===== config.mk =====
export PLATFORM = sky130hd
export DESIGN_NAME = link_connect_supervisor_flat
export DESIGN_NICKNAME = d
export VERILOG_FILES = /design/src/lcs_pkg.sv /design/src/lcs_cmd_if.sv /design/src/lcs_res_if.sv /design/src/link_connect_supervisor.sv /design/src/flat_wrapper.sv
export VERILOG_INCLUDE_DIRS = /design/src /design/src/src
export SDC_FILE = /design/constraint.sdc
export NUM_CORES = 1
export LEC_CHECK = 0
export BUFFER_PORTS_ARGS = -buffer_cell sky130_fd_sc_hd__buf_2
export CAP_MARGIN = 0
export CORE_MARGIN = 4
export CORE_UTILIZATION = 50
export DETAILED_ROUTE_END_ITERATION = 8
export PLACE_DENSITY = 0.71
export SYNTH_ARGS = -nofsm -noshare
export SYNTH_HDL_FRONTEND = slang
export SYNTH_SLANG_ARGS = --single-unit

===== constraint.sdc =====
create_clock -name clk -period 6.7 [get_ports clk]
set_input_delay 0.67 -clock clk [delete_from_list [all_inputs] [get_ports clk]]
set_output_delay 0.67 -clock clk [all_outputs]
set_load 0.005 [all_outputs]

===== src/assert_macros.svh =====
// ----------------------------------------------------------------------------
// Assertion macros
// Concurrent assertion wrappers, compiled out for synthesis.
// ----------------------------------------------------------------------------
`ifndef ASSERT_MACROS_SVH
`define ASSERT_MACROS_SVH

`ifndef SYNTHESIS

// Implication checked every clock, disabled during reset.
`define ASSERT_IMPLY(label, clk, rst_n, ante, cons, msg) \
    label: assert property (@(posedge clk) disable iff (!rst_n) (ante) |-> (cons)) \
        else $error(msg);

// Next-cycle implication, disabled during reset.
`define ASSERT_NEXT(label, clk, rst_n, ante, cons, msg) \
    label: assert property (@(posedge clk) disable iff (!rst_n) (ante) |=> (cons)) \
        else $error(msg);

`else

`define ASSERT_IMPLY(label, clk, rst_n, ante, cons, msg)
`define ASSERT_NEXT(label, clk, rst_n, ante, cons, msg)

`endif

`endif


===== src/lcs_pkg.sv =====
// ----------------------------------------------------------------------------
// Link connect supervisor package
// Types, codes and reset values shared by the supervisor and its interfaces.
// ----------------------------------------------------------------------------
package lcs_pkg;

    localparam int TIME_W    = 32;
    localparam int TAG_W     = 32;
    localparam int MS_W      = 20;
    localparam int CFG_IDX_W = 3;
    localparam int CFG_DATA_W = MS_W;

    typedef enum logic [1:0] {
        MODE_IDLE       = 2'd0,
        MODE_WAIT       = 2'd1,
        MODE_CONNECTING = 2'd2,
        MODE_CONNECTED  = 2'd3
    } mode_t;

    localparam logic CMD_TICK    = 1'b0;
    localparam logic CMD_REQUEST = 1'b1;

    localparam logic [CFG_IDX_W-1:0] CFG_LINK_ENABLE   = 3'd0;
    localparam logic [CFG_IDX_W-1:0] CFG_BT_MODE       = 3'd1;
    localparam logic [CFG_IDX_W-1:0] CFG_SSID_PRESENT  = 3'd2;
    localparam logic [CFG_IDX_W-1:0] CFG_RETRY_MS      = 3'd3;
    localparam logic [CFG_IDX_W-1:0] CFG_TIMEOUT_MS    = 3'd4;
    localparam logic [CFG_IDX_W-1:0] CFG_GRACE_MS      = 3'd5;

    localparam logic [MS_W-1:0] RETRY_MS_RST   = 20'd5000;
    localparam logic [MS_W-1:0] TIMEOUT_MS_RST = 20'd10000;
    localparam logic [MS_W-1:0] GRACE_MS_RST   = 20'd15000;

    typedef struct packed {
        logic              command;
        logic [TIME_W-1:0] now_ms;
        logic              link_up;
        logic [TAG_W-1:0]  request_tag;
    } cmd_item_t;

    typedef struct packed {
        logic       stop_radio;
        logic       restart_radio;
        logic       start_connect;
        logic       drop_attempt;
        logic       connected_event;
        logic [1:0] link_mode;
        logic       link_ok;
    } res_item_t;

endpackage


===== src/lcs_cmd_if.sv =====
// ----------------------------------------------------------------------------
// Command channel
// Valid/ready channel carrying ticks and connect requests.
// ----------------------------------------------------------------------------
interface lcs_cmd_if;
    logic                 valid;
    logic                 ready;
    lcs_pkg::cmd_item_t   data;

    modport source (output valid, output data, input ready);
    modport sink   (input valid, input data, output ready);
endinterface


===== src/lcs_res_if.sv =====
// ----------------------------------------------------------------------------
// Result channel
// Valid/ready channel carrying one supervisor result per command.
// ----------------------------------------------------------------------------
interface lcs_res_if;
    logic                 valid;
    logic                 ready;
    lcs_pkg::res_item_t   data;

    modport source (output valid, output data, input ready);
    modport sink   (input valid, input data, output ready);
endinterface


===== src/link_connect_supervisor.sv =====
// ----------------------------------------------------------------------------
// Link connect supervisor
// Idle / wait-retry / connecting / connected mode control for a radio link.
// ----------------------------------------------------------------------------
// Path: input register, then result register; a stalled result holds the item.
// Throughput: 1 item per cycle unless res.ready stalls; the mode update is a
// single pass of subtract/compare logic between the input and result registers.
// Reset: mode idle, timestamps and tag cleared, config at 5000/10000/15000 ms,
// enable, bluetooth and ssid flags off; both channels empty.
`include "assert_macros.svh"

module link_connect_supervisor (
    input  logic                            clk,
    input  logic                            rst_n,
    lcs_cmd_if.sink                         cmd,
    lcs_res_if.source                       res,
    input  logic                            cfg_we,
    input  logic [lcs_pkg::CFG_IDX_W-1:0]   cfg_index,
    input  logic [lcs_pkg::CFG_DATA_W-1:0]  cfg_data
);

    // configuration
    logic                       link_enable_reg;
    logic                       bt_mode_reg;
    logic                       ssid_present_reg;
    logic [lcs_pkg::MS_W-1:0]   retry_ms_reg;
    logic [lcs_pkg::MS_W-1:0]   timeout_ms_reg;
    logic [lcs_pkg::MS_W-1:0]   grace_ms_reg;

    // supervisor state
    lcs_pkg::mode_t               mode_reg, mode_next, mode_mid;
    logic [lcs_pkg::TIME_W-1:0]   entered_time_reg, entered_time_next;
    logic [lcs_pkg::TIME_W-1:0]   attempt_time_reg, attempt_time_next;
    logic [lcs_pkg::TIME_W-1:0]   lost_time_reg, lost_time_next;
    logic                         lost_pending_reg, lost_pending_next;
    logic                         retry_now_reg, retry_now_next;
    logic [lcs_pkg::TAG_W-1:0]    last_tag_reg, last_tag_next;

    // pipeline
    logic                 in_valid_reg;
    lcs_pkg::cmd_item_t   in_data_reg;
    logic                 res_valid_reg;
    lcs_pkg::res_item_t   res_data_reg;
    lcs_pkg::res_item_t   res_next;

    logic out_free;
    logic proc;
    logic cmd_fire;

    logic [lcs_pkg::TIME_W-1:0] lost_age;
    logic [lcs_pkg::TIME_W-1:0] attempt_age;
    logic [lcs_pkg::TIME_W-1:0] entered_age;
    logic                       sched_block;
    logic                       wait_due;

    assign out_free  = !res_valid_reg || res.ready;
    assign proc      = in_valid_reg && out_free;
    assign cmd.ready = !in_valid_reg || out_free;
    assign cmd_fire  = cmd.valid && cmd.ready;

    assign res.valid = res_valid_reg;
    assign res.data  = res_data_reg;

    assign lost_age    = in_data_reg.now_ms - lost_time_reg;
    assign attempt_age = in_data_reg.now_ms - attempt_time_reg;
    assign entered_age = in_data_reg.now_ms - entered_time_reg;
    assign sched_block = !link_enable_reg || bt_mode_reg || !ssid_present_reg;

    always_comb
    begin
        mode_next         = mode_reg;
        mode_mid          = mode_reg;
        entered_time_next = entered_time_reg;
        attempt_time_next = attempt_time_reg;
        lost_time_next    = lost_time_reg;
        lost_pending_next = lost_pending_reg;
        retry_now_next    = retry_now_reg;
        last_tag_next     = last_tag_reg;
        wait_due          = 1'b0;
        res_next          = '0;

        if (in_data_reg.command == lcs_pkg::CMD_REQUEST)
        begin
            if (sched_block)
            begin
                if (mode_reg != lcs_pkg::MODE_IDLE)
                begin
                    res_next.stop_radio = 1'b1;
                    mode_next           = lcs_pkg::MODE_IDLE;
                end
            end
            else if (!(mode_reg == lcs_pkg::MODE_CONNECTING &&
                       in_data_reg.request_tag == last_tag_reg))
            begin
                last_tag_next  = in_data_reg.request_tag;
                mode_next      = lcs_pkg::MODE_WAIT;
                retry_now_next = 1'b1;
            end
        end
        else if (bt_mode_reg)
        begin
            if (mode_reg != lcs_pkg::MODE_IDLE)
            begin
                res_next.stop_radio = 1'b1;
                mode_next           = lcs_pkg::MODE_IDLE;
            end
        end
        else
        begin
            // link loss supervision
            priority if (mode_reg != lcs_pkg::MODE_CONNECTED || in_data_reg.link_up)
            begin
                lost_pending_next = 1'b0;
            end
            else if (!lost_pending_reg)
            begin
                lost_pending_next = 1'b1;
                lost_time_next    = in_data_reg.now_ms;
            end
            else if (lost_age >= lcs_pkg::TIME_W'(grace_ms_reg))
            begin
                res_next.restart_radio = 1'b1;
                lost_pending_next      = 1'b0;
                mode_mid               = lcs_pkg::MODE_WAIT;
                entered_time_next      = in_data_reg.now_ms;
                retry_now_next         = 1'b0;
                attempt_time_next      = in_data_reg.now_ms -
                                         lcs_pkg::TIME_W'(retry_ms_reg);
            end
            else
            begin
            end

            mode_next = mode_mid;
            // after a forced restart the wait is always due, and the attempt time is backdated
            wait_due  = res_next.restart_radio || retry_now_reg ||
                        (attempt_age >= lcs_pkg::TIME_W'(retry_ms_reg));

            unique case (mode_mid)
                lcs_pkg::MODE_WAIT:
                begin
                    if (wait_due)
                    begin
                        if (!ssid_present_reg)
                        begin
                            mode_next = lcs_pkg::MODE_IDLE;
                        end
                        else
                        begin
                            res_next.start_connect = 1'b1;
                            mode_next              = lcs_pkg::MODE_CONNECTING;
                            entered_time_next      = in_data_reg.now_ms;
                            attempt_time_next      = in_data_reg.now_ms;
                            retry_now_next         = 1'b0;
                        end
                    end
                end
                lcs_pkg::MODE_CONNECTING:
                begin
                    if (in_data_reg.link_up)
                    begin
                        mode_next                = lcs_pkg::MODE_CONNECTED;
                        lost_pending_next        = 1'b0;
                        res_next.connected_event = 1'b1;
                    end
                    else if (entered_age >= lcs_pkg::TIME_W'(timeout_ms_reg))
                    begin
                        res_next.drop_attempt = 1'b1;
                        mode_next             = lcs_pkg::MODE_WAIT;
                        entered_time_next     = in_data_reg.now_ms;
                        attempt_time_next     = in_data_reg.now_ms;
                        retry_now_next        = 1'b0;
                    end
                end
                lcs_pkg::MODE_IDLE, lcs_pkg::MODE_CONNECTED:
                begin
                end
                default:
                begin
                end
            endcase
        end

        res_next.link_mode = mode_next;
        res_next.link_ok   = (mode_next == lcs_pkg::MODE_CONNECTED) && in_data_reg.link_up;
    end

    always_ff @(posedge clk or negedge rst_n)
    begin
        if (!rst_n)
        begin
            link_enable_reg  <= 1'b0;
            bt_mode_reg      <= 1'b0;
            ssid_present_reg <= 1'b0;
            retry_ms_reg     <= lcs_pkg::RETRY_MS_RST;
            timeout_ms_reg   <= lcs_pkg::TIMEOUT_MS_RST;
            grace_ms_reg     <= lcs_pkg::GRACE_MS_RST;
        end
        else if (cfg_we)
        begin
            unique case (cfg_index)
                lcs_pkg::CFG_LINK_ENABLE:  link_enable_reg  <= cfg_data[0];
                lcs_pkg::CFG_BT_MODE:      bt_mode_reg      <= cfg_data[0];
                lcs_pkg::CFG_SSID_PRESENT: ssid_present_reg <= cfg_data[0];
                lcs_pkg::CFG_RETRY_MS:     retry_ms_reg     <= cfg_data[lcs_pkg::MS_W-1:0];
                lcs_pkg::CFG_TIMEOUT_MS:   timeout_ms_reg   <= cfg_data[lcs_pkg::MS_W-1:0];
                lcs_pkg::CFG_GRACE_MS:     grace_ms_reg     <= cfg_data[lcs_pkg::MS_W-1:0];
                default:
                begin
                end
            endcase
        end
    end

    always_ff @(posedge clk or negedge rst_n)
    begin
        if (!rst_n)
        begin
            mode_reg         <= lcs_pkg::MODE_IDLE;
            entered_time_reg <= '0;
            attempt_time_reg <= '0;
            lost_time_reg    <= '0;
            lost_pending_reg <= 1'b0;
            retry_now_reg    <= 1'b0;
            last_tag_reg     <= '0;
            in_valid_reg     <= 1'b0;
            res_valid_reg    <= 1'b0;
        end
        else
        begin
            if (cmd_fire)
            begin
                in_valid_reg <= 1'b1;
            end
            else if (proc)
            begin
                in_valid_reg <= 1'b0;
            end

            if (proc)
            begin
                res_valid_reg    <= 1'b1;
                mode_reg         <= mode_next;
                entered_time_reg <= entered_time_next;
                attempt_time_reg <= attempt_time_next;
                lost_time_reg    <= lost_time_next;
                lost_pending_reg <= lost_pending_next;
                retry_now_reg    <= retry_now_next;
                last_tag_reg     <= last_tag_next;
            end
            else if (res.ready)
            begin
                res_valid_reg <= 1'b0;
            end
        end
    end

    // payload registers
    always_ff @(posedge clk)
    begin
        if (cmd_fire)
        begin
            in_data_reg <= cmd.data;
        end
        if (proc)
        begin
            res_data_reg <= res_next;
        end
    end

    `ASSERT_IMPLY(a_stop_alone, clk, rst_n,
        res_valid_reg && res_data_reg.stop_radio,
        !res_data_reg.start_connect && !res_data_reg.restart_radio &&
        !res_data_reg.drop_attempt && !res_data_reg.connected_event &&
        res_data_reg.link_mode == lcs_pkg::MODE_IDLE,
        "stop with other event")
    `ASSERT_IMPLY(a_ok_mode, clk, rst_n,
        res_valid_reg && res_data_reg.link_ok,
        res_data_reg.link_mode == lcs_pkg::MODE_CONNECTED,
        "link_ok outside connected")
    `ASSERT_IMPLY(a_conn_mode, clk, rst_n,
        res_valid_reg && res_data_reg.connected_event,
        res_data_reg.link_mode == lcs_pkg::MODE_CONNECTED,
        "connected event wrong mode")
    `ASSERT_IMPLY(a_drop_mode, clk, rst_n,
        res_valid_reg && res_data_reg.drop_attempt,
        res_data_reg.link_mode == lcs_pkg::MODE_WAIT,
        "drop not back to wait")
    `ASSERT_NEXT(a_state_hold, clk, rst_n, !proc,
        mode_reg == $past(mode_reg) && retry_now_reg == $past(retry_now_reg),
        "state moved without item")

endmodule

===== src/flat_wrapper.sv =====
// flat-port wrapper written by rule: the top's interface ports become plain ports
module link_connect_supervisor_flat 
  (clk, rst_n, cfg_we, cfg_index, cfg_data, cmd_valid, cmd_data, cmd_ready, res_valid, res_data, res_ready);
  lcs_cmd_if cmd_i ();
  lcs_res_if res_i ();
  input  logic clk;
  input  logic rst_n;
  input  logic cfg_we;
  input  logic [lcs_pkg::CFG_IDX_W-1:0] cfg_index;
  input  logic [lcs_pkg::CFG_DATA_W-1:0] cfg_data;
  input wire logic [$bits(cmd_i.valid)-1:0] cmd_valid;
  input wire logic [$bits(cmd_i.data)-1:0] cmd_data;
  output wire logic [$bits(cmd_i.ready)-1:0] cmd_ready;
  output wire logic [$bits(res_i.valid)-1:0] res_valid;
  output wire logic [$bits(res_i.data)-1:0] res_data;
  input wire logic [$bits(res_i.ready)-1:0] res_ready;
  assign cmd_i.valid = cmd_valid;
  assign cmd_i.data = cmd_data;
  assign cmd_ready = cmd_i.ready;
  assign res_valid = res_i.valid;
  assign res_data = res_i.data;
  assign res_i.ready = res_ready;
  link_connect_supervisor u_core (.clk(clk), .rst_n(rst_n), .cmd(cmd_i), .res(res_i), .cfg_we(cfg_we), .cfg_index(cfg_index), .cfg_data(cfg_data));
endmodule

==> flow_summary.json <==
{
  "status": "complete, but fails checks",
  "violations": "design-rule violations",
  "clockBufferDepth": 3,
  "antenna_found_initial": 0,
  "synth-compound-area-share_pct": 21.6,
  "worst_clock_skew_ns": 0.0245,
  "fin_cells": 2939,
  "io_buffers": 103,
  "irDropWorstVdd_mv": 0.282,
  "grt_max_degree": 71,
  "muxShareOfSynthArea_pct": 7.23,
  "synth_fa_ha_area_share_pct": 10.9,
  "nFillCells": 3604,
  "critPathLaunchType": "register",
  "seq_power_share_pct": 29.5,
  "final_antenna_net_count": 0,
  "largest_register_ffs": 66,
  "drive_gt1_share_pct": 17.7,
  "multi_input_area_mm2": 0.0124,
  "netlist_area_mm2": 0.0207,
  "synth.avg_cell_area_um2": 9.12,
  "synth_edf_count": 74,
  "die-area_mm2": 0.0448,
  "post-route-period-util_pct": 97.4,
  "drv_cap": 0,
  "r2r_setup_slack_ns": 0.18,
  "swShare_pct": 40.2,
  "dieWidth_um": 212,
  "wire_per_inst_um": 22.8,
  "synth_top_family_by_area": "compound AO/OA/AOI/OAI gates",
  "antennaDiodeCount": 0,
  "cts_tree": "yes",
  "drt_wl_total_um": 67100,
  "synth.distinct_cells": 107,
  "start_util_pct": 50.7,
  "grt_pass1_wl_um": 102000,
  "setup_viol": 0,
  "hp-class": "in -> async",
  "track_usage_pct": 29.2,
  "nets": 2655,
  "hold_viol": 0,
  "htree_levels": 2,
  "power.total_mw": 7.62,
  "pwr-share-comb_pct": 45.1,
  "overflow": 0,
  "clock_sinks": 271,
  "die_y_um": 212,
  "seqCellArea_mm2": 0.00717,
  "post-route-min-period_ns": 6.52,
  "intPower_mw": 4.56,
  "drc": 1,
  "worst_hold_slack_ns": 0.124,
  "gp_congestion": 1.03,
  "relSlewSlack_pct": 22.4,
  "totalNegativeSetupSlack_ns": 0,
  "drtPass1Iterations": 9,
  "total_leakage_power_nw": 9.85,
  "via_count": 18600,
  "required_ns": 7.18,
  "grt_pass1_vias": 17600,
  "async_reset_ff_share_pct": 72.7,
  "dpl.hpwl_um": 50700,
  "tightest_slew_ns": 1.16,
  "num_io_pins": 104,
  "syn-instance-count": 2276,
  "fmax_mhz": 153,
  "synth_warnings": 0,
  "ys_seq_elements": 271,
  "worstPathMaxFanout": 8,
  "switchingPower_mw": 3.07,
  "fp-row-count": 74,
  "via_per_inst": 6.34,
  "pre_cts_ws_ns": 0.138,
  "drv_slew": 0,
  "synthSimpleGateAreaFrac_pct": 15.0,
  "place_inst": 2878,
  "setup_ws_ns": 0.177,
  "power.share.clock_pct": 25.3,
  "powerDensity_mw_per_mm2": 328,
  "insertion_delay_ns": 0.56,
  "end_kind": "register",
  "root_buffer": "clkbuf_16",
  "syn_nets": 2549,
  "path_clk_slew_ns": 0.07,
  "drt_iter0_markers": 1842,
  "synthFlopType": "dfrtp_1",
  "cts_made_buffers": 34,
  "synth_xor_area_share_pct": 4.90,
  "coreArea_mm2": 0.0409,
  "syn_to_final_growth_pct": 11.9,
  "ys_seq_area_share_pct": 34.6,
  "crit_type": "reg -> reg",
  "critical_path_arrival_ns": 7.00
}
[layer usage]
metal	routed length, um	up-vias	share of wire, %	GRT usage, %
met1	28100	9004	42	39.5
li1	-	8623	-	-
met2	30400	838	45	46.7
met3	4880	162	7.3	3.78
met5	0	-	0	0
met4	3690	0	5.5	13.9
[through the flow]
stage               utilization, %  instance area (um^2)
floorplan                        -                 20700
CTS                           56.6                 23200
global placement              53.8                 22000
global route                  56.7                 23200
detailed placement            53.8                 22000
finish                        56.7                 23200
[cells in the mapped netlist, types with 20 or more instances]
library cell | instances | area share [%]
nor3_1 | 56 | 1.4
xnor2_1 | 51 | 2.2
mux2_2 | 119 | 6.5
nand2b_1 | 26 | 0.78
o21a_1 | 25 | 0.90
a21oi_1 | 138 | 3.3
xor2_1 | 65 | 2.7
a31oi_1 | 48 | 1.4
dfrtp_1 | 180 | 22
edfxtp_1 | 74 | 11
inv_1 | 184 | 3.3
ha_1 | 175 | 11
a211oi_1 | 25 | 0.90
o22ai_1 | 22 | 0.66
clkbuf_1 | 64 | 1.2
nor2_1 | 125 | 2.3
nand3_1 | 49 | 1.2
nand4_1 | 36 | 1.1
nor4_1 | 20 | 0.60
nand2_1 | 204 | 3.7
buf_2 | 31 | 0.75
and3_1 | 22 | 0.66
o211ai_1 | 38 | 1.4
a21o_1 | 26 | 0.94
o21ai_0 | 121 | 2.9
[power by group through the flow]
stage | clock, mW | combinational [mW] | sequential, mW
2_1_floorplan | 0 | 2.45 | 2.21
3_3_place_gp | 0 | 3.27 | 2.26
3_5_place_dp | 0 | 3.35 | 2.27
4_1_cts | 1.97 | 3.37 | 2.25
5_1_grt | 2.03 | 3.75 | 2.28
6_report | 1.93 | 3.44 | 2.25
[cells in the final DEF (no fill, tap or decap), drive strengths merged, types with 10 or more instances in the layout]
cell type / instances
edfxtp: 74
o21bai: 12
dfrtp: 180
a211oi: 26
a21oi: 147
nand2: 204
nand4: 37
nor3: 58
o211ai: 40
or3: 12
o22ai: 22
nor2b: 17
buf: 175
o221ai: 16
a21o: 26
mux2i: 16
o31ai: 15
nand2b: 26
o211a: 10
inv: 187
a221o: 12
clkinv: 10
ha: 175
o21a: 25
a22o: 11
nor4: 21
a31oi: 49
nor2: 128
xnor2: 51
mux2: 119
xor2: 65
clkbuf: 41
dfstp: 17
o21ai: 135
and3: 22
and2: 11
a211o: 14
nand3: 50
[final timing paths]
kind                                          from                     endpoint  cells after the start
max reg2reg                 u_core.in_data_reg[41]   u_core.attempt_time_reg[5]                     22
min                                          rst_n       u_core.retry_ms_reg[5]                      1
max in group asynchronous                    rst_n  u_core.entered_time_reg[18]                      2
max                         u_core.in_data_reg[41]   u_core.attempt_time_reg[5]                     22
min reg2reg                u_core.lost_time_reg[0]      u_core.lost_time_reg[0]                      2
min in group clk                       cmd_data[1]        u_core.in_data_reg[1]                      1
[what timing repair did]
action                                  4_1_cts  5_1_grt
hold buffers                                  0        0
endpoints found under the setup margin        0       39
gates resized for setup                       0        7
setup buffers                                 0        0
[kinds of logic after synthesis]
logic type | Yosys count
simple gates | 631
xor+xnor | 116
mux | 135
fa+ha+maj | 179
buf+inv | 291
flops | 271
compound gates | 653
[critical path, stage by stage, from the launching register on]
cell and delay (ns):
edfxtp_1 0.44, buf_4 0.21, ha_1 0.38, nand4_1 0.25
a2111oi_0 0.76, a211oi_1 0.19, o21ai_1 0.30, a31oi_1 0.25
xnor2_1 0.21, ha_1 0.35, a21oi_1 0.14, o21ai_0 0.18
nor2_1 0.18, o2111a_1 0.29, nor2_1 0.13, or4_4 0.57
nor4_4 0.17, buf_4 0.23, nand3_2 0.09, a21oi_2 0.36
o31ai_1 0.16, and2_1 0.35, o221ai_1 0.25
[area by class of cell]
class | count | area share, %
tap | 532 | 2.87
inverter | 185 | 2.99
timing repair buffer | 176 | 4.69
multi-input combinational | 1714 | 53.6
clock buffer | 40 | 3.81
sequential | 271 | 30.9
clock inverter | 21 | 1.19
No activity file was read; power rests on OpenSTA's default activity.
